File: config.mk
export PLATFORM = sky130hd
export DESIGN_NAME = lrp_out_reg
export DESIGN_NICKNAME = d
export VERILOG_FILES = /design/src/rtl/lr_table_parse_engine_assert.svh /design/src/rtl/lrp_pkg.sv /design/src/rtl/lrp_out_reg.sv
export SDC_FILE = /design/constraint.sdc
export NUM_CORES = 1
export LEC_CHECK = 0
export ABC_AREA = 1
export BUFFER_PORTS_ARGS = -buffer_cell sky130_fd_sc_hd__buf_4
export CAP_MARGIN = 25
export CORE_MARGIN = 2
export CORE_UTILIZATION = 30
export CTS_CLUSTER_DIAMETER = 40
export CTS_CLUSTER_SIZE = 28
export DETAILED_ROUTE_END_ITERATION = 10
export GPL_ROUTABILITY_DRIVEN = 0
export PLACE_DENSITY = 0.66
export SLEW_MARGIN = 10
export SYNTH_ARGS = -nofsm -noshare
export SYNTH_HDL_FRONTEND = slang
export SYNTH_SLANG_ARGS = --single-unit
File: constraint.sdc
create_clock -name clk -period 0.8 [get_ports clk]
set_input_delay 0.16 -clock clk [delete_from_list [all_inputs] [get_ports clk]]
set_output_delay 0.16 -clock clk [all_outputs]
set_load 0.005 [all_outputs]
File: src/rtl/lr_table_parse_engine_assert.svh
// assertion macros for the parse engine
`ifndef LR_TABLE_PARSE_ENGINE_ASSERT_SVH
`define LR_TABLE_PARSE_ENGINE_ASSERT_SVH
`ifndef SYNTHESIS
`define LRP_ASSERT_IMP(label, clk, rst_n, ante, cons) \
	label: assert property (@(posedge clk) disable iff (!rst_n) (ante) |-> (cons)) \
		else $error("assertion failed");
`define LRP_ASSERT_NXT(label, clk, rst_n, ante, cons) \
	label: assert property (@(posedge clk) disable iff (!rst_n) (ante) |=> (cons)) \
		else $error("assertion failed");
`else
`define LRP_ASSERT_IMP(label, clk, rst_n, ante, cons)
`define LRP_ASSERT_NXT(label, clk, rst_n, ante, cons)
`endif
`endif

File: src/rtl/lrp_pkg.sv
// types and constants shared by the parse engine modules
`default_nettype none
package lrp_pkg;
	localparam logic [2:0] REQ_LOAD_ACTION = 3'd0;
	localparam logic [2:0] REQ_LOAD_GOTO   = 3'd1;
	localparam logic [2:0] REQ_LOAD_RULE   = 3'd2;
	localparam logic [2:0] REQ_TOKEN       = 3'd3;
	localparam logic [2:0] REQ_RESTART     = 3'd4;

	localparam logic [2:0] ACT_SHIFT    = 3'd1;
	localparam logic [2:0] ACT_REDUCE   = 3'd2;
	localparam logic [2:0] ACT_ACCEPT   = 3'd3;
	localparam logic [2:0] ACT_CONFLICT = 3'd4;

	localparam logic [3:0] EV_LOADED   = 4'd0;
	localparam logic [3:0] EV_REDUCE   = 4'd1;
	localparam logic [3:0] EV_SHIFT    = 4'd2;
	localparam logic [3:0] EV_ACCEPT   = 4'd3;
	localparam logic [3:0] EV_NOACT    = 4'd4;
	localparam logic [3:0] EV_CONFLICT = 4'd5;
	localparam logic [3:0] EV_NOGOTO   = 4'd6;
	localparam logic [3:0] EV_UNDER    = 4'd7;
	localparam logic [3:0] EV_OVER     = 4'd8;
	localparam logic [3:0] EV_LIMIT    = 4'd9;
	localparam logic [3:0] EV_FINISHED = 4'd10;

	localparam logic [6:0] EOI_CODE = 7'd64;
	localparam int MAX_RESULTS = 64;

	typedef struct packed {
		logic [3:0]  kind;
		logic [7:0]  prod;
		logic [7:0]  state;
		logic [6:0]  term;
		logic [15:0] pos;
		logic        last;
	} event_t;

	typedef enum logic [3:0] {
		ST_IDLE, ST_ACT_RD, ST_ACT, ST_RULE, ST_EXP_RD, ST_EXP,
		ST_GOTO, ST_EMIT
	} fsm_t;
endpackage
`default_nettype wire

File: src/rtl/lrp_out_reg.sv
// output register stage for result events
`default_nettype none
module lrp_out_reg
	import lrp_pkg::*;
(
	input  wire logic   clk,
	input  wire logic   arst_n,
	input  wire logic   push,
	input  event_t      ev,
	output logic        full,
	output logic        tvalid,
	input  wire logic   tready,
	output event_t      ev_out
);
	logic   valid_q;
	event_t ev_q;

	// one entry holding register
	always_ff @(posedge clk or negedge arst_n) begin
		if (!arst_n) begin
			valid_q <= 1'b0;
		end else if (push) begin
			valid_q <= 1'b1;
		end else if (tready) begin
			valid_q <= 1'b0;
		end
	end

	always_ff @(posedge clk) begin
		if (push) begin
			ev_q <= ev;
		end
	end

	assign full   = valid_q && !tready;
	assign tvalid = valid_q;
	assign ev_out = ev_q;
endmodule
`default_nettype wire

==> flow_summary_export.csv <==
group,metric,value,unit
global_route,grt_pass1_wl,4170,um
clock_network,clk_latency,0.28,ns
route,drtIter0Drc,55,
synth,synth_cells,50,
synth,synth_nets,98,
finish,antenna_cells,0,
floorplanning,rows,24,
clock_network,numClockSinks,45,
global_route,grt_pass1_vias,884,
synth,synth-simple-area-share,0.732,%
floorplanning,fp.dieW,71.5,um
critical_path,cp-endpoint,"full",
critical_path,worst_ep_required_time,0.64,ns
timing,final-hold-violation-count,0,
route,wl_per_cell,13.1,um
critical_path,cp-startpoint,"tvalid",
status,status,"finished with violations",
clock_network,h-tree-depth,2,
critical_path,crit_type,"flop to primary output",
place,dp_hpwl,2140,um
route,vias_per_cell,4.04,
pwr,power_density,2020,nW/um^2
route,postRouteAntennaNets,0,
synth,seq_area_frac_synth,98.4,%
timing,period_minus_slack,1.06,ns
critical_path,path_cells,"nand2_2 -> inv_2 -> buf_6",
timing,rsz0062_at_grt,"true",
critical_path,end_kind,"primary output",
status,violations,"setup timing",
critical_path,critPathArrivalTime,0.90,ns
global_route,track_usage,10.9,%
synth,synthXorXnorAreaFrac,0,%
timing,fmax,0.947,GHz
floorplanning,die_y,71.5,um
clock_network,cts_buffer_depth,2,
synth,netlist_area,1370,um^2
synth,synth-seq-cells,45,
critical_path,r2r-start,"tvalid",
finish,fin_area,2350,um^2
timing,slew_viol_final,0,
floorplanning,io-pin-count,94,
route,firstDrtPassIters,2,
timing,setup_slack,-0.256,ns
route,vias,841,
synth,syn_avg_cell_area,27.4,um^2
floorplanning,initial_core_util,31.2,%
finish,nNetsFinal,203,
place,dpl_cell_area,2190,um^2
critical_path,reg2reg_depth,3,
critical_path,cp_top_family,"flip-flops",
critical_path,cp.depth,3,
route,drc,0,
critical_path,start_kind,"flop",
clock_network,cts_tree,"yes",
synth,muxShareOfSynthArea,0,%
hold_path,hold_path_class,"input port to flop",
pwr,leakage,1.01,nW
timing,fin_crit_sh,132,%
pwr,total_power,4.74,mW
synth,synth_compound_area_share,0,%
critical_path,worst_path_max_delay_cell,"dfrtp_1",
run,max_cap_viol_count,0,
floorplanning,dieArea,5110,um^2
clock_network,clk_pin_slew,0.07,ns
critical_path,cpPeakStageDelay,0.40,ns
critical_path,reg2reg_slack,0.08,ns
global_route,antenna_found_initial,0,
finish,post-route-util,53.6,%
critical_path,r2r-end,"tvalid",
timing,fin_skew,0,ns
global_route,grt_start_max_net_pins,17,
timing,whs,0.0482,ns
place,portBuffers,93,
critical_path,crit_fanout,2,
pwr,ir_worst_vdd,1.36,mV
synth,synth_top_family_by_area,"buffers and inverters",
timing,setup_violations,46,
finish,synthToLayoutAreaGrowth,71.7,%
global_route,overflow,0,
clock_network,cts_root_buffer,"clkbuf_8",
timing,tightest_slew,0.104,ns
clock_network,cts_buffers,5,
synth,synth_cell_type_count,5,
synth,yosysWarnings,0,
timing,relSlewSlack,93.1,%
route,drt-total-wl,2720,um
critical_path,critPathBufInv,2,
place,place_ws,0.0361,ns
synth,synth_fa_ha_area_share,0,%
finish,layout-drive-gt1-share,66.7,%
floorplanning,coreArea,4380,um^2
finish,nFillCells,374,
==> per-stage QoR <==
stage | cells | setup TNS, ns
finish | 208 | -7.10
global route | 208 | -9.04
CTS | 208 | -7.97
detailed placement | 198 | 0
global placement | 198 | 0
floorplan | 50 | 0
==> registers in the layout, indices dropped and copies added (netlist names) <==
signal / flops
ev_out: 44
tvalid: 1
==> worst min-delay path by stage <==
stage,from,end,depth (start not counted)
floorplan,arst_n,tvalid,0
global route,ev[10],ev_out[10],1
finish,ev[17],ev_out[17],1
CTS,ev[12],ev_out[12],1
global placement,arst_n,tvalid,1
detailed placement,arst_n,tvalid,1
==> area by class of cell <==
class	instances	area (um^2)	area share [%]
Sequential cell	45	1350	57.3
Timing Repair Buffer	98	836	35.6
Clock buffer	8	80.1	3.41
Tap cell	52	65.1	2.77
Inverter	3	11.3	0.479
Multi-Input combinational cell	2	10.0	0.426
==> power by group <==
part | leakage, nW | switching (mW) | internal (mW) | total, mW
clock | 0.0395 | 0.661 | 0.620 | 1.28
sequential | 0.441 | 0.0609 | 2.79 | 2.85
combinational | 0.525 | 0.177 | 0.424 | 0.602
total | 1.01 | 0.899 | 3.84 | 4.74
==> cell usage after synthesis, drive strengths merged <==
library cell   n  area share (%)
inv            3            0.82
nand2          2            0.73
dfrtp          1             1.8
edfxtp        44              97
==> metal layers <==
metal,wire (um),track usage [%]
met3,312,6.05
met2,1370,17.8
met4,21,3.14
met1,1020,12.2
met5,0,0
==> timing repair <==
| action | in CTS | in global routing |
|---|---|---|
| setup buffers | 1 | 0 |
| resized for setup | 2 | 15 |
| cloned | 0 | 0 |
| pin swaps | 1 | 0 |
| endpoints found under the setup margin | 46 | 46 |
| hold buffers | 1 | 0 |
| hold endpoints to repair | 1 | 0 |
==> logic make-up (layout without fill, tap and decap cells) <==
family | after synthesis | in the layout
AND/OR/NAND/NOR | 2 | 2
flip-flops | 45 | 45
buffers and inverters | 3 | 109
==> layout by cell type, fill, tap and decap left out <==
cell            n
buf_12          3
buf_4          78
buf_6          16
clkbuf_1        3
clkbuf_8        5
dfrtp_1         1
dlygate4sd3_1   1
edfxtp_1       44
inv_1           2
inv_2           1
nand2_1         1
nand2_2         1
Note: power is estimated with default switching activity, not from simulation.
